$ cat src/rtl/rpa_pkg.sv
package rpa_pkg;

  // Sizing of the page store and the lists
  localparam int NUM_PAGES  = 2048;
  localparam int NUM_CPUS   = 2;
  localparam int COUNT_BITS = 8;

  localparam int IDX_W = $clog2(NUM_PAGES);
  localparam int CPU_W = (NUM_CPUS > 1) ? $clog2(NUM_CPUS) : 1;

  // Fixed field widths of the command and result ports
  localparam int CMD_W      = 3;
  localparam int PAGE_W     = 11;
  localparam int REF_W      = 8;
  localparam int FREE_W     = 12;
  localparam int ERR_W      = 3;
  localparam int FIRST_W    = 11;
  localparam int LIMIT_W    = 12;
  localparam int CFG_ADDR_W = 1;
  localparam int CFG_DATA_W = 12;

  localparam logic [COUNT_BITS-1:0] COUNT_MAX = '1;
  localparam logic [FREE_W-1:0]     FREE_MAX  = '1;
  localparam logic [IDX_W-1:0]      LAST_IDX  = IDX_W'(NUM_PAGES - 1);

  typedef enum logic [CMD_W-1:0] {
    CMD_ALLOC      = 3'd0,
    CMD_FREE       = 3'd1,
    CMD_ADD_REF    = 3'd2,
    CMD_GET_REF    = 3'd3,
    CMD_SEED       = 3'd4,
    CMD_FREE_COUNT = 3'd5
  } cmd_e;

  typedef enum logic [ERR_W-1:0] {
    ERR_NONE      = 3'd0,
    ERR_RANGE     = 3'd1,
    ERR_UNDERFLOW = 3'd2,
    ERR_OVERFLOW  = 3'd3,
    ERR_NO_MEMORY = 3'd4
  } err_e;

  typedef enum logic [CFG_ADDR_W-1:0] {
    CFG_FIRST_PAGE = 1'b0,
    CFG_PAGE_LIMIT = 1'b1
  } cfg_reg_e;

  typedef enum logic [1:0] {
    ST_CLEAR,
    ST_IDLE,
    ST_EXEC
  } state_e;

  typedef enum logic [2:0] {
    OP_HOLD,
    OP_CLEAR,
    OP_SET_ONE,
    OP_INC,
    OP_DEC
  } cnt_op_e;

  typedef struct packed {
    logic             valid;
    logic [IDX_W-1:0] next;
  } link_t;

  typedef struct packed {
    logic                  rd_en;
    logic [IDX_W-1:0]      cnt_raddr;
    logic [IDX_W-1:0]      link_raddr;
    logic                  cnt_we;
    logic [IDX_W-1:0]      cnt_waddr;
    logic [COUNT_BITS-1:0] cnt_wdata;
    logic                  link_we;
    logic [IDX_W-1:0]      link_waddr;
    link_t                 link_wdata;
  } mem_req_t;

  typedef struct packed {
    logic             busy;
    logic             clearing;
    logic             accept;
    logic             exec;
    logic [IDX_W-1:0] clr_addr;
  } ctrl_t;

endpackage

$ cat src/rtl/rpa_cnt_alu.sv
module rpa_cnt_alu
  import rpa_pkg::*;
(
  input  cnt_op_e               op_i,
  input  logic [COUNT_BITS-1:0] old_i,
  output logic [COUNT_BITS-1:0] result_o,
  output logic                  underflow_o,
  output logic                  overflow_o
);

  always_comb begin
    result_o    = old_i;
    underflow_o = 1'b0;
    overflow_o  = 1'b0;
    case (op_i)
      OP_CLEAR:   result_o = '0;
      OP_SET_ONE: result_o = COUNT_BITS'(1);
      OP_INC: begin
        if (old_i == COUNT_MAX) begin
          overflow_o = 1'b1;
        end else begin
          result_o = old_i + 1'b1;
        end
      end
      OP_DEC: begin
        if (old_i == '0) begin
          underflow_o = 1'b1;
        end else begin
          result_o = old_i - 1'b1;
        end
      end
      default: result_o = old_i;
    endcase
  end

endmodule

$ cat config.mk
export PLATFORM = sky130hd
export DESIGN_NAME = rpa_cnt_alu
export DESIGN_NICKNAME = d
export VERILOG_FILES = /design/src/rtl/rpa_pkg.sv /design/src/rtl/rpa_cnt_alu.sv
export SDC_FILE = /design/constraint.sdc
export NUM_CORES = 1
export LEC_CHECK = 0
export BUFFER_PORTS_ARGS = -buffer_cell sky130_fd_sc_hd__buf_4
export CORE_AREA = 3 3 40 42
export DETAILED_ROUTE_END_ITERATION = 16
export DIE_AREA = 0 0 43 45
export PLACE_DENSITY_LB_ADDON = 0.25
export SYNTH_ARGS = -nofsm -noshare
export SYNTH_HDL_FRONTEND = slang
export SYNTH_SLANG_ARGS = --single-unit
$ cat constraint.sdc
create_clock -name vclk -period 3.9
set_clock_uncertainty 0.05 [all_clocks]
set_input_delay 0.195 -clock vclk [all_inputs]
set_output_delay 0.195 -clock vclk [all_outputs]
set_load 0.01 [all_outputs]
==> impl_metrics.tcl <==
set metrics [dict create \
    post-cts-setup-buffers 0 \
    die_w_um 43 \
    switching_power_w 0.0000442 \
    arrival_ps 1820 \
    fin_nets 123 \
    p_per_area_mw_per_mm2 107 \
    dr_total_vias 786 \
    status "completed" \
    yosys_warnings 0 \
    rsz0062_at_grt "false" \
    setup_viol 0 \
    syn-num-nets 106 \
    tns_ps 0 \
    postPlaceCellArea_um2 748 \
    ctsHoldBuffers 0 \
    min_period_ps 2060 \
    min_to "result_o[6]" \
    path_class "primary input to output port" \
    die_h_um 45 \
    wire_per_inst_um 14.4 \
    grt_pass1_vias 688 \
    hold_depth 3 \
    drt_iter0_drc 23 \
    yosysSeqAreaShare 0 \
    clkbuf_count 0 \
    p_int_w 0.0000362 \
    drcViolationCount 0 \
    worstPathMaxFanout 6 \
    final_area_um2 748 \
    initial_utilization 0.468 \
    peakVddDrop_v 0.0000533 \
    cap_viol_max_count 0 \
    nFillCells 131 \
    drt_wl_total_mm 1.76 \
    synth_cell_types 42 \
    min_from "old_i[6]" \
    cp-start-kind "primary input" \
    viasPerCell 6.44 \
    end_kind "output port" \
    hold_class "primary input to output port" \
    finalHoldViolations 0 \
    ctsResizeCount 0 \
    leakagePower_nw 0.311 \
    fmax_mhz 484 \
    synth_area_per_cell_um2 6.54 \
    io-pin-count 21 \
    area_growth_pct 24.3 \
    grt-ovfl-total 0 \
    gp_congestion 0.827 \
    ant_nets 0 \
    pwr-share-comb 1.000 \
    p_sw_frac 0.550 \
    io_buffers 21 \
    slew_headroom 0.663 \
    regArea_um2 0 \
    drv_slew 0 \
    sequential_cell_total 0 \
    core-area_mm2 0.00128 \
    antenna_found_initial 0 \
    synth.cell_area_um2 602 \
    grt_max_degree 15 \
    fin_crit_sh 0.529 \
    cp_data_required_time_ps 3650 \
    drive_gt1_frac 0.262 \
    first_pass_iters 4 \
    dieArea_mm2 0.00194 \
    mostFrequentLayoutCells "21 x buf_4, 9 x nor3_1, 8 x nor2_1" \
    final_common_cell "buf_4" \
    dpl.hpwl_mm 1.35 \
    seqPwrFrac 0 \
    antennaDiodeCount 0 \
    worst_slew_pin_slew_ps 501 \
    syn_inst 92 \
    p_clk_frac 0 \
    grt_pass1_wl_mm 3.08 \
    gr-usage-all-layers 0.194 \
    std_cell_rows 13 \
]
synthesized netlist by cell type, types with 2 or more instances:
library cell	number	area, um2
nor2_1	8	30.0
a221oi_1	2	17.5
inv_1	3	11.3
a21oi_1	3	15.0
nor4_1	3	18.8
o21ai_0	4	20.0
nor3_1	9	45.0
o21ai_1	2	10.0
clkbuf_1	5	18.8
nand4_1	3	18.8
ha_1	3	37.5
o211ai_1	5	37.5
o22ai_1	2	12.5
nand3_1	5	25.0
nand2_1	5	18.8
and3_1	3	18.8
a21o_1	2	15.0
critical path: stages:
cell	delay, ps
buf_4	130
or3b_4	410
a31oi_2	320
nor3_1	90
or4_1	520
buf_4	150
stage by stage:
step | utilization | std cells | hold WS [ps] | worst slack (ps) | power [W]
final | 0.582 | 122 | 697 | 1840 | 0.0000804
after global routing | 0.582 | 122 | 724 | 1770 | 0.0000887
after CTS | 0.582 | 122 | 699 | 1840 | 0.0000797
after detailed placement | 0.582 | 122 | 694 | 1850 | 0.0000794
after global placement | 0.582 | 122 | 701 | 1860 | 0.0000789
after floorplan | - | 92 | 478 | 1920 | 0.0000473
kinds of logic after synthesis:
family          share of synthesized area
compound gates                      0.341
xor+xnor                           0.0291
fa+ha+maj                          0.0624
buf+inv                            0.0686
mux                                0.0166
simple gates                        0.482
cell type report:
cell class         instances  area (um2)  share of cell area
inverters                  3        11.3              0.0151
multi-input cells         83         561               0.749
well taps                 15        18.8              0.0251
repair buffers            21         158               0.211
worst max path at each step:
stage,startpoint,end,slack [ps],cells past startpoint
floorplan,old_i[0],result_o[0],1920,6
global placement,op_i[0],result_o[0],1860,6
detailed placement,op_i[0],result_o[0],1850,6
CTS,op_i[0],result_o[0],1840,6
global route,op_i[2],result_o[0],1770,6
finish,op_i[0],result_o[0],1840,6
power by group through the flow:
stage	Combinational, W	Clock (W)	Sequential [W]
floorplan	0.0000473	0	0
global placement	0.0000789	0	0
finish	0.0000804	0	0
detailed placement	0.0000794	0	0
global route	0.0000887	0	0
CTS	0.0000797	0	0
layer usage:
layer / vias to the layer above / global-route usage / routed length, um
met1: 361 / 0.276 / 790
met5: - / 0 / 0
li1: 395 / - / -
met3: 0 / 0.0120 / 106
met2: 30 / 0.329 / 861
met4: 0 / 0.0301 / 0
Power figures use the tool's default switching activity.
