## config.mk

```make
export PLATFORM = sky130hd
export DESIGN_NAME = rpa_ctrl
export DESIGN_NICKNAME = d
export VERILOG_FILES = /design/src/rtl/rpa_pkg.sv /design/src/rtl/rpa_ctrl.sv
export SDC_FILE = /design/constraint.sdc
export NUM_CORES = 1
export LEC_CHECK = 0
export ABC_AREA = 1
export BUFFER_PORTS_ARGS = -buffer_cell sky130_fd_sc_hd__buf_4
export CORE_MARGIN = 10
export CORE_UTILIZATION = 44
export CTS_CLUSTER_DIAMETER = 60
export DETAILED_ROUTE_END_ITERATION = 8
export GPL_TIMING_DRIVEN = 0
export PLACE_DENSITY = 0.78
export RECOVER_POWER = 50
export SYNTH_ARGS = -nofsm -noshare
export SYNTH_HDL_FRONTEND = slang
export SYNTH_SLANG_ARGS = --single-unit
```

## constraint.sdc

```tcl
create_clock -name clk_i -period 1.2 [get_ports clk_i]
set_input_delay 0.24 -clock clk_i [delete_from_list [all_inputs] [get_ports clk_i]]
set_output_delay 0.24 -clock clk_i [all_outputs]
set_load 0.02 [all_outputs]
```

## src/rtl/rpa_pkg.sv

```systemverilog
package rpa_pkg;

  // Sizing of the page store and the lists
  localparam int NUM_PAGES  = 2048;
  localparam int NUM_CPUS   = 2;
  localparam int COUNT_BITS = 8;

  localparam int IDX_W = $clog2(NUM_PAGES);
  localparam int CPU_W = (NUM_CPUS > 1) ? $clog2(NUM_CPUS) : 1;

  // Fixed field widths of the command and result ports
  localparam int CMD_W      = 3;
  localparam int PAGE_W     = 11;
  localparam int REF_W      = 8;
  localparam int FREE_W     = 12;
  localparam int ERR_W      = 3;
  localparam int FIRST_W    = 11;
  localparam int LIMIT_W    = 12;
  localparam int CFG_ADDR_W = 1;
  localparam int CFG_DATA_W = 12;

  localparam logic [COUNT_BITS-1:0] COUNT_MAX = '1;
  localparam logic [FREE_W-1:0]     FREE_MAX  = '1;
  localparam logic [IDX_W-1:0]      LAST_IDX  = IDX_W'(NUM_PAGES - 1);

  typedef enum logic [CMD_W-1:0] {
    CMD_ALLOC      = 3'd0,
    CMD_FREE       = 3'd1,
    CMD_ADD_REF    = 3'd2,
    CMD_GET_REF    = 3'd3,
    CMD_SEED       = 3'd4,
    CMD_FREE_COUNT = 3'd5
  } cmd_e;

  typedef enum logic [ERR_W-1:0] {
    ERR_NONE      = 3'd0,
    ERR_RANGE     = 3'd1,
    ERR_UNDERFLOW = 3'd2,
    ERR_OVERFLOW  = 3'd3,
    ERR_NO_MEMORY = 3'd4
  } err_e;

  typedef enum logic [CFG_ADDR_W-1:0] {
    CFG_FIRST_PAGE = 1'b0,
    CFG_PAGE_LIMIT = 1'b1
  } cfg_reg_e;

  typedef enum logic [1:0] {
    ST_CLEAR,
    ST_IDLE,
    ST_EXEC
  } state_e;

  typedef enum logic [2:0] {
    OP_HOLD,
    OP_CLEAR,
    OP_SET_ONE,
    OP_INC,
    OP_DEC
  } cnt_op_e;

  typedef struct packed {
    logic             valid;
    logic [IDX_W-1:0] next;
  } link_t;

  typedef struct packed {
    logic                  rd_en;
    logic [IDX_W-1:0]      cnt_raddr;
    logic [IDX_W-1:0]      link_raddr;
    logic                  cnt_we;
    logic [IDX_W-1:0]      cnt_waddr;
    logic [COUNT_BITS-1:0] cnt_wdata;
    logic                  link_we;
    logic [IDX_W-1:0]      link_waddr;
    link_t                 link_wdata;
  } mem_req_t;

  typedef struct packed {
    logic             busy;
    logic             clearing;
    logic             accept;
    logic             exec;
    logic [IDX_W-1:0] clr_addr;
  } ctrl_t;

endpackage

```

## src/rtl/rpa_ctrl.sv

```systemverilog
module rpa_ctrl
  import rpa_pkg::*;
(
  input  logic  clk_i,
  input  logic  rst_ni,
  input  logic  start_i,
  output ctrl_t ctrl_o
);

  state_e           state_q, state_d;
  logic [IDX_W-1:0] clr_cnt_q, clr_cnt_d;

  always_comb begin
    state_d   = state_q;
    clr_cnt_d = clr_cnt_q;
    case (state_q)
      ST_CLEAR: begin
        clr_cnt_d = clr_cnt_q + 1'b1;
        if (clr_cnt_q == LAST_IDX) begin
          state_d = ST_IDLE;
        end
      end
      ST_IDLE: begin
        if (start_i) begin
          state_d = ST_EXEC;
        end
      end
      ST_EXEC: state_d = ST_IDLE;
      default: state_d = ST_CLEAR;
    endcase
  end

  always_comb begin
    ctrl_o          = '0;
    ctrl_o.clr_addr = clr_cnt_q;
    case (state_q)
      ST_CLEAR: begin
        ctrl_o.busy     = 1'b1;
        ctrl_o.clearing = 1'b1;
      end
      ST_IDLE:  ctrl_o.accept = start_i;
      ST_EXEC: begin
        ctrl_o.busy = 1'b1;
        ctrl_o.exec = 1'b1;
      end
      default:  ctrl_o.busy = 1'b1;
    endcase
  end

  always_ff @(posedge clk_i or negedge rst_ni) begin
    if (!rst_ni) begin
      state_q   <= ST_CLEAR;
      clr_cnt_q <= '0;
    end else begin
      state_q   <= state_d;
      clr_cnt_q <= clr_cnt_d;
    end
  end

endmodule

```

==> results of run 1 <==
-- path summary, 6_finish.rpt --
check                                   start       endpoint  slack [ps]  depth (start not counted)
worst max-delay path               state_q[1]   clr_cnt_q[2]         -90                          7
worst min-delay path                  start_i     state_q[0]         180                          2
worst max register to register     state_q[1]   clr_cnt_q[2]         -90                          7
worst min register to register  clr_cnt_q[10]  clr_cnt_q[10]         500                          2
max in group asynchronous              rst_ni   clr_cnt_q[1]         230                          2
min in group asynchronous              rst_ni   clr_cnt_q[2]         510                          2
-- power groups by stage --
stage / Combinational, mW / Sequential, mW / Clock, mW
2_1_floorplan: 0.425 / 0.905 / 0
3_3_place_gp: 0.838 / 0.780 / 0
3_5_place_dp: 0.866 / 0.791 / 0
4_1_cts: 0.960 / 0.768 / 0.265
5_1_grt: 1.10 / 0.790 / 0.287
6_report: 1.00 / 0.769 / 0.256
-- cell usage after synthesis --
| master | instances |
|---|---|
| inv_1 | 11 |
| ha_1 | 1 |
| nor2_2 | 1 |
| nand3_4 | 1 |
| dfrtp_1 | 13 |
| nor3_2 | 1 |
| xnor2_1 | 3 |
| nand2_2 | 1 |
| nor3_1 | 2 |
| nand3_1 | 3 |
| xor2_1 | 3 |
| nor2_1 | 6 |
| nand3b_1 | 2 |
| nor2_4 | 2 |
| nand2_1 | 25 |
| o211ai_1 | 1 |
| nand4_1 | 1 |
-- metrics by stage --
step	std cells	setup WS, ps	setup TNS [ps]	area, µm²	util
final	121	-92.0	-446	976	0.714
after detailed placement	109	-17.3	-17.3	852	0.624
after CTS	119	-94.3	-339	941	0.689
after global routing	121	-176	-1290	976	0.714
after global placement	109	-5.83	-5.83	852	0.624
after floorplan	77	-31.4	-31.4	706	-
-- cell families (layout without fill, tap and decap cells) --
group                    Yosys count  in the layout  share of synthesized area
AND/OR/NAND/NOR                   45             45                      0.339
flip-flops                        13             13                      0.490
buffers and inverters             11             40                     0.0621
XOR/XNOR                           6              6                     0.0791
adder cells (fa/ha/maj)            1              1                     0.0188
AO/OA/AOI/OAI                      1              1                     0.0113
-- area by class of cell --
| class | instances | area (µm²) | share of cell area |
|---|---|---|---|
| clock buffer | 4 | 26.3 | 0.0269 |
| tap | 15 | 18.8 | 0.0192 |
| multi-input combinational | 53 | 362 | 0.371 |
| timing repair buffer | 25 | 198 | 0.203 |
| sequential | 13 | 330 | 0.338 |
| inverter | 11 | 41.3 | 0.0423 |
-- worst max-delay path, cell delays in order (launching register included) --
cell and delay (ps):
dfrtp_1 400, buf_4 140, nor2_4 100, buf_6 130
buf_4 110, buf_4 120, nand2_1 60, xnor2_1 120
-- repair_timing --
item,4_1_cts,5_1_grt
pin swaps,1,3
hold buffers,1,0
setup endpoints to repair,7,12
hold endpoints to repair,13,0
gates resized for setup,6,5
buffers inserted,5,2
-- per-layer routing --
| metal | routed length [µm] | vias up |
|---|---|---|
| li1 | - | 292 |
| met3 | 177 | 0 |
| met2 | 709 | 19 |
| met4 | 0 | 0 |
| met1 | 566 | 252 |
| met5 | 0 | - |
-- state kept, by name, indices dropped and copies added, names as in the netlist --
signal	flops
clr_cnt_q	11
state_q	2
-- layout by cell type (no fill, tap or decap), types with 2 or more instances in the layout --
cell      Yosys  routed
nand2_1      25      24
buf_4         0      20
inv_1        11      10
dfrtp_1      13       9
nor2_1        6       5
nor2_4        2       4
dfrtp_2       0       4
xnor2_1       3       3
clkbuf_4      0       3
buf_6         0       3
nand3_4       1       2
nand3_1       3       2
nand3b_1      2       2
xor2_1        3       2
clkbuf_1      0       2
==> reports/summary.txt, run 1 <==
maximum VDD drop: 0.00143 V
run status: finished with violations
DRC errors left: 0
Initial Util: 0.486
hpwl dp: 1130 µm
row count: 13
clock sinks: 13
RSZ-0062 raised after global routing: yes
Data required, critical path: 1350 ps
first-pass GRT wire length: 2480 µm
Seq pwr share: 0.379
maximum buffer depth of the clock tree: 2
Die ar.: 0.00346 mm²
synthesized flop and latch total: 13
Final Hold Fails: 0
GR peak layer: met2
Layout Area Growth over Synthesis: 46.9%
Net Sw Power: 0.861 mW
gr usage total: 0.0893
largest net degree at the start of global routing: 14
met3 Use GR: 0.0708
clock tree from TritonCTS: yes
syn_area_per_cell: 8.63 µm²
Clk pwr share: 0.126
gpl congestion: 0.756
critical path class: register to register
Worst Tran Pin Value: 660 ps
Slew headroom: 0.560
FILL cells: 118
Hold/Removal Path Class: input pin to register
biggest area consumer among synthesized cells: dfrtp_1
Clk Latency, worst-skew pair: 270 ps
crit path launch type: register
Max Fanout on Critical Path: 4
Ports: 18
max-slew violations: 0
Vias: 563
Combinational Power Share: 0.495
Netlist cell types: 17
sequential-to-total area share from yosys stat: 0.490
hold slack: 177 ps
H-tree depth: 1
minimum clock period: 1290 ps
CTS clk-pin slew, worst paths: 70 ps
wire per inst: 12.0 µm
failing checks: negative setup slack
maxcap violations: 0
Cell Area, Synth: 664 µm²
Final Setup Violations: 9
clk root buf: clkbuf_4
via/cell ratio: 4.65
synth top area cells: dfrtp_1 (49%), nand2_1 (14%), inv_1 (6.2%)
Critical Path AT: 1450 ps
IO Port Bufs: 17
die width: 58.9 µm
antenna-violating nets left: 0
initial antenna violation count: 0
Num CTS Buffers: 3
vias in the first global route: 579
Mapped Nets: 81
Nets: 111
Die H: 58.9 µm
Final period util: 1.08
crit end category: register
Pwr Density: 2080 mW/mm²
Diodes inserted: 0
sw frac: 0.424
GRT overflow: 0
layout cells sized above 1: 0.406
total power: 2.03 mW
top cell type's share of synthesized area: 0.490
Synth Warn #: 0
Core ar.: 0.00137 mm²
Cells after Synth: 77
GR Layer Usage met1: 0.0891
drt pass-1 iters: 4
Final Worst Setup Slack: -92.0 ps
P_int: 1.17 mW
met2 global-route usage: 0.147
skew final: 0.438 ps
fmax: 774 MHz
Routed WL: 1450 µm
Pleak: 0.476 nW
Initial DRC Count: 2
Power figures use the tool's default switching activity.
==> run 2: changes to the inputs <==
--- a/config.mk
+++ b/config.mk
@@ -5,11 +5,12 @@
 export SDC_FILE = /design/constraint.sdc
 export NUM_CORES = 1
 export LEC_CHECK = 0
-export ABC_AREA = 1
+export ABC_AREA = 0
 export BUFFER_PORTS_ARGS = -buffer_cell sky130_fd_sc_hd__buf_4
 export CORE_MARGIN = 10
-export CORE_UTILIZATION = 44
+export CORE_UTILIZATION = 45
 export CTS_CLUSTER_DIAMETER = 60
+export CTS_CLUSTER_SIZE = 30
 export DETAILED_ROUTE_END_ITERATION = 8
 export GPL_TIMING_DRIVEN = 0
 export PLACE_DENSITY = 0.78
==> constraint.sdc (replaced) <==
create_clock -name clk_i -period 1.6 [get_ports clk_i]
set_input_delay 0.32 -clock clk_i [delete_from_list [all_inputs] [get_ports clk_i]]
set_output_delay 0.32 -clock clk_i [all_outputs]
set_load 0.02 [all_outputs]
==> run 2 against run 1 <==
The flow now finishes without violations. Critical path type is now register to primary output. Critical path depth decreased by 5. Largest cell class is now flip-flops and latches. Sequential cell count unchanged. Worst setup slack improved by 130 ps. Register-to-register slack improved by 290 ps. Clock-buffer cell count decreased by 1. Final area decreased by 20%. Routed wire length decreased by 12%.
==> reports/summary.txt, run 2 <==
Cells after Synth: 49 (was 77)
Cell Area, Synth: 597 µm² (was 664 µm²)
via/cell ratio: 5.14 (was 4.65)
Pleak: 0.371 nW (was 0.476 nW)
Placed Area: 743 µm² (was 852 µm²)
Die ar.: 0.00318 mm² (was 0.00346 mm²)
run status: complete, no violations (was finished with violations)
Mapped Nets: 53 (was 81)
antenna-violating nets left: 0 (unchanged)
Routed WL: 1270 µm (was 1450 µm)
Final period util: 0.977
Post-synth ARST share: 1.00 (unchanged)
max-slew violations: 0 (unchanged)
fmax: 640 MHz
clock tree from TritonCTS: yes (unchanged)
Netlist cell types: 20 (was 17)
die width: 56.4 µm (was 58.9 µm)
maximum VDD drop: 0.00106 V (was 0.00143 V)
number of flip-flops in the largest register: 11 (unchanged)
Worst Tran Pin Value: 703 ps (was 660 ps)
largest net degree at the start of global routing: 14 (unchanged)
most frequent cells in the layout: buf_4 (16), dfrtp_1 (12), xnor2_1 (8) (was nand2_1 (24), buf_4 (20), inv_1 (10))
Top FF cell, synth: dfrtp_1 (unchanged)
Setup Fix Bufs, Post-CTS: 0 (was 5)
total power: 1.32 mW (was 2.03 mW)
first-pass GRT wire length: 2180 µm (was 2480 µm)
Final Hold Fails: 0 (unchanged)
Diodes inserted: 0 (unchanged)
gpl congestion: 0.707 (was 0.756)
Core ar.: 0.00127 mm² (was 0.00137 mm²)
Max Fanout on Critical Path: 7 (was 4)
Layout Area Growth over Synthesis: 30.4% (was 46.9%)
Synth Warn #: 0 (unchanged)
synthesized flop and latch total: 13 (unchanged)
Critical Path AT: 1240 ps (was 1450 ps)
GRT overflow: 0 (unchanged)
Top reg by flops: clr_cnt_q (unchanged)
Largest regs: clr_cnt_q: 11 flops, state_q: 2 flops (unchanged)
layout cells sized above 1: 0.352 (was 0.406)
final instance area: 778 µm² (was 976 µm²)
Initial Util: 0.470 (was 0.486)
DRC errors left: 0 (unchanged)
Hold/Removal Path Class: input pin to register (unchanged)
crit path launch type: register (unchanged)
syn_area_per_cell: 12.2 µm² (was 8.63 µm²)
FILL cells: 117 (was 118)
RSZ-0062 raised after global routing: yes (unchanged)
critical path class: register to primary output (was register to register)
row count: 13 (unchanged)
minimum clock period: 1560 ps
H-tree depth: 1 (unchanged)
Post-synth top cells: dfrtp_1 (13), xnor2_1 (8), nand3_1 (5), nand4_1 (3), nor2_1 (3) (was nand2_1 (25), dfrtp_1 (13), inv_1 (11), nor2_1 (6))
gr usage total: 0.0832 (was 0.0893)
biggest area consumer among synthesized cells: dfrtp_1 (unchanged)
hold slack: 281 ps (was 177 ps)
Slew headroom: 0.532 (was 0.560)
Pwr Density: 1700 mW/mm² (was 2080 mW/mm²)
wire per inst: 14.8 µm (was 12.0 µm)
most common cell in the synthesized netlist: dfrtp_1 (was nand2_1)
top cell type's share of synthesized area: 0.545 (was 0.490)
Post-synth EDFFs: 0 (unchanged)
maximum buffer depth of the clock tree: 2 (unchanged)
Nets: 76 (was 111)
commonest non-fill, non-tap cell in the layout: buf_4 (was nand2_1)
maxcap violations: 0 (unchanged)
clock sinks: 13 (unchanged)
Die H: 56.4 µm (was 58.9 µm)
Clk Latency, worst-skew pair: 280 ps (was 270 ps)
setup TNS: 0 ps (was -446 ps)
drt pass-1 iters: 3 (was 4)
Initial DRC Count: 5 (was 2)
Vias: 442 (was 563)
IO Port Bufs: 17 (unchanged)
synth top area cells: dfrtp_1 (55%), xnor2_1 (12%), nand3_1 (4.2%) (was dfrtp_1 (49%), nand2_1 (14%), inv_1 (6.2%))
Num CTS Buffers: 3 (unchanged)
initial antenna violation count: 0 (unchanged)
Ports: 18 (unchanged)
Data required, critical path: 1280 ps (was 1350 ps)
clk root buf: clkbuf_4 (unchanged)
crit end category: primary output (was register)
vias in the first global route: 505 (was 579)
CTS clk-pin slew, worst paths: 90 ps (was 70 ps)
Util after Layout: 0.613 (was 0.714)
skew final: 8.89 ps (was 0.438 ps)
Final Setup Violations: 0 (was 9)
sequential-to-total area share from yosys stat: 0.545 (was 0.490)
## run 2: changes by cell type after synthesis, moves of 3 or more
cell	delta
nand2_1	-25
inv_1	-10
xnor2_1	+5
nor2_1	-3
## run 2: critical path, cell delays in order (launching register included)
cell and delay, ps:
dfrtp_2 450, nor2_2 310, buf_4 210
## run 2: final timing paths
| check | startpoint | endpoint | slack [ps] | depth (start not counted) |
|---|---|---|---|---|
| max in group asynchronous | rst_ni | state_q[1] | 520 | 2 |
| min in group asynchronous | rst_ni | clr_cnt_q[3] | 590 | 2 |
| min reg2reg | clr_cnt_q[8] | clr_cnt_q[8] | 500 | 1 |
| max | state_q[1] | ctrl_o[13] | 40 | 2 |
| max reg2reg | clr_cnt_q[0] | clr_cnt_q[10] | 200 | 4 |
| min | start_i | state_q[1] | 280 | 3 |
## run 2: routing by layer
layer,track usage,vias up,routed length (µm)
met1,0.0831,218,525
met4,0.0515,0,12
li1,-,212,-
met3,0.0382,2,113
met2,0.136,10,622
met5,0,-,0
## run 2: kinds of logic after synthesis
group	count (synthesis)	synth area share
DFF	13	0.545
buffers and inverters	2	0.0251
and+or+nand+nor	21	0.226
muxes	1	0.0189
xor gates and xnor gates	10	0.147
adders and majority gates	1	0.0210
AOI/OAI and AO/OA	1	0.0168
## run 2: report_power, final
| group | switching [mW] | internal (mW) | total [mW] |
|---|---|---|---|
| logic | 0.304 | 0.270 | 0.575 |
| clock network | 0.112 | 0.0926 | 0.204 |
| registers | 0.116 | 0.427 | 0.543 |
| total | 0.532 | 0.790 | 1.32 |
## run 2: stage by stage
stage | instances | setup WS (ps)
after floorplan | 49 | 198
after global placement | 81 | 263
after detailed placement | 81 | 215
after CTS | 86 | 30.8
after global routing | 86 | -18.8
final | 86 | 37.1
## run 2: repair_timing
action	CTS	global route
resized for setup	0	1
hold buffers	1	0
endpoints found under the setup margin	0	2
endpoints found under the hold margin	13	0
## run 2: area by class of cell
type	instances	area, µm²	area share
flip-flops and latches	13	327	0.420
multi-input cells	34	256	0.330
clock buffers	3	22.5	0.0289
repair buffers	18	134	0.172
inverters	1	3.75	0.00482
plain buffers	1	11.3	0.0145
clock inverters	1	5.00	0.00643
well taps	15	18.8	0.0241
==> run 3: changes to the inputs <==
--- a/config.mk
+++ b/config.mk
@@ -14,7 +14,6 @@
 export DETAILED_ROUTE_END_ITERATION = 8
 export GPL_TIMING_DRIVEN = 0
 export PLACE_DENSITY = 0.78
-export RECOVER_POWER = 50
 export SYNTH_ARGS = -nofsm -noshare
 export SYNTH_HDL_FRONTEND = slang
 export SYNTH_SLANG_ARGS = --single-unit
==> constraint.sdc (replaced) <==
create_clock -name clk_i -period 2 [get_ports clk_i]
set_input_delay 0.4 -clock clk_i [delete_from_list [all_inputs] [get_ports clk_i]]
set_output_delay 0.4 -clock clk_i [all_outputs]
set_load 0.02 [all_outputs]
==> run 3 against run 2 <==
Critical path depth unchanged. Die area unchanged. Worst setup slack improved by 310 ps. Non-clock buffer count unchanged. Register-to-register slack improved by 400 ps. Total power decreased by 20%. Critical path type unchanged. Core utilization increased by 0.20 points. Final area increased by 0.32%.
==> reports/summary.txt, run 3 (same netlist as run 2, synthesis figures left out) <==
run status: complete, no violations (unchanged)
IO Port Bufs: 17 (unchanged)
setup TNS: 0 ps (unchanged)
GRT overflow: 0 (unchanged)
H-tree depth: 1 (unchanged)
Slowest-stage cell, CP: dfrtp_1 (was dfrtp_2)
clock tree from TritonCTS: yes (unchanged)
Combinational Power Share: 0.435 (about the same)
Diodes inserted: 0 (unchanged)
clock sinks: 13 (unchanged)
Pleak: 0.376 nW (was 0.371 nW)
Layout Area Growth over Synthesis: 30.8% (was 30.4%)
max-slew violations: 0 (unchanged)
maximum buffer depth of the clock tree: 2 (unchanged)
gpl congestion: 0.707 (unchanged)
Non-Filler Instances: 86 (unchanged)
Worst Tran Pin Value: 392 ps (was 703 ps)
Die H: 56.4 µm (unchanged)
DRC errors left: 0 (unchanged)
Ports: 18 (unchanged)
maximum VDD drop: 0.000849 V (was 0.00106 V)
total power: 1.06 mW (was 1.32 mW)
fmax: 607 MHz
sw frac: 0.402 (about the same)
layout cells sized above 1: 0.352 (unchanged)
Num CTS Buffers: 3 (unchanged)
wire per inst: 14.8 µm (about the same)
critical path capture point: ctrl_o[13] (unchanged)
vias in the first global route: 505 (unchanged)
crit-path cells: nor2_2, buf_4 (unchanged)
crit end category: primary output (unchanged)
Final Hold Fails: 0 (unchanged)
crit path launch type: register (unchanged)
minimum clock period: 1650 ps
commonest non-fill, non-tap cell in the layout: buf_4 (unchanged)
initial antenna violation count: 0 (unchanged)
Final Setup Violations: 0 (unchanged)
Nets: 76 (unchanged)
Top reg by flops: clr_cnt_q (unchanged)
Max Fanout on Critical Path: 7 (unchanged)
Pwr Density: 1360 mW/mm² (was 1700 mW/mm²)
total placed cells including tap cells: 81 (unchanged)
Vias: 441 (was 442)
post-CTS sizing: 0 (unchanged)
CTS clk-pin slew, worst paths: 90 ps (about the same)
Die ar.: 0.00318 mm² (unchanged)
clk root buf: clkbuf_4 (unchanged)
via/cell ratio: 5.13 (was 5.14)
CP peak stage delay: 440 ps (was 450 ps)
Final period util: 0.824
Clk Latency, worst-skew pair: 280 ps (about the same)
RSZ-0062 raised after global routing: no (was yes)
critical path class: register to primary output (unchanged)
hold slack: 365 ps (was 281 ps)
crit path launch: state_q[1] (unchanged)
antenna-violating nets left: 0 (unchanged)
R2R depth: 4 (unchanged)
P_int: 0.633 mW (was 0.790 mW)
RR Endpoint: clr_cnt_q[10] (unchanged)
Net Sw Power: 0.425 mW (was 0.532 mW)
Clk pwr share: 0.154 (about the same)
Critical Path AT: 1250 ps (was 1240 ps)
maxcap violations: 0 (unchanged)
largest net degree at the start of global routing: 14 (unchanged)
FF-to-FF Start: clr_cnt_q[0] (unchanged)
Data required, critical path: 1600 ps (was 1280 ps)
Largest regs: clr_cnt_q: 11 flops, state_q: 2 flops (unchanged)
Initial DRC Count: 5 (unchanged)
die width: 56.4 µm (unchanged)
skew final: 8.89 ps (about the same)
number of flip-flops in the largest register: 11 (unchanged)
Slew headroom: 0.738 (was 0.532)
Hold/Removal Path Class: input pin to register (unchanged)
Routed WL: 1280 µm (was 1270 µm)
flop-to-flop setup slack: 600 ps (was 200 ps)
most frequent cells in the layout: buf_4 (17), dfrtp_1 (13), xnor2_1 (8) (was buf_4 (16), dfrtp_1 (12), xnor2_1 (8))
Core ar.: 0.00127 mm² (unchanged)
first-pass GRT wire length: 2180 µm (unchanged)
Initial Util: 0.470 (unchanged)
drt pass-1 iters: 3 (unchanged)
Seq pwr share: 0.410 (was 0.411)
row count: 13 (unchanged)
gr usage total: 0.0832 (unchanged)
-- run 3: changes by cell type in the layout (fill, tap and decap cells not counted), sizes merged --
| cell | delta |
|---|---|
| clkbuf | -1 |
| buf | +1 |
-- run 3: worst min-delay path by stage --
stage | start | endpoint | depth (start not counted)
6_report | start_i | state_q[1] | 3
5_1_grt | start_i | state_q[1] | 3
4_1_cts | start_i | state_q[1] | 3
3_5_place_dp | rst_ni | clr_cnt_q[3] | 1
3_3_place_gp | rst_ni | clr_cnt_q[3] | 1
2_1_floorplan | rst_ni | clr_cnt_q[0] | 0
-- run 3: final cells by class --
cell class | count | area (µm²)
well taps | 15 | 18.8
repair buffers | 18 | 138
plain buffers | 1 | 11.3
flip-flops and latches | 13 | 325
multi-input cells | 34 | 256
clock buffers | 3 | 22.5
inverters | 1 | 3.75
clock inverters | 1 | 5.00
fillers | 114 | 488
-- run 3: critical path: cells and delay by family, from the launching register on --
family | cells | cell delay (ps)
flops | 1 | 440
simple gates | 1 | 320
buf+inv | 1 | 210
-- run 3: repair_timing --
item	in CTS	in global routing
endpoints found under the hold margin	13	0
hold buffers	1	0
setup buffers	0	0
-- run 3: per-layer routing --
metal / up-vias / global-route usage / routed length (µm)
met5: - / 0 / 0
met4: 0 / 0.0515 / 12
met3: 2 / 0.0382 / 113
met2: 10 / 0.136 / 622
met1: 217 / 0.0831 / 527
li1: 212 / - / -
-- run 3: power by group through the flow --
stage          Sequential [mW]  Combinational, mW  Clock [mW]
2_1_floorplan            0.511              0.199           0
3_3_place_gp             0.432              0.456           0
3_5_place_dp             0.436              0.467           0
4_1_cts                  0.432              0.471       0.172
5_1_grt                  0.448              0.500       0.179
6_report                 0.434              0.461       0.163
-- run 3: stage by stage --
step | setup slack, ps | util | area (µm²)
global route | 287 | 0.615 | 781
finish | 352 | 0.615 | 781
global placement | 663 | 0.586 | 743
floorplan | 588 | - | 597
CTS | 351 | 0.615 | 781
detailed placement | 615 | 0.586 | 743
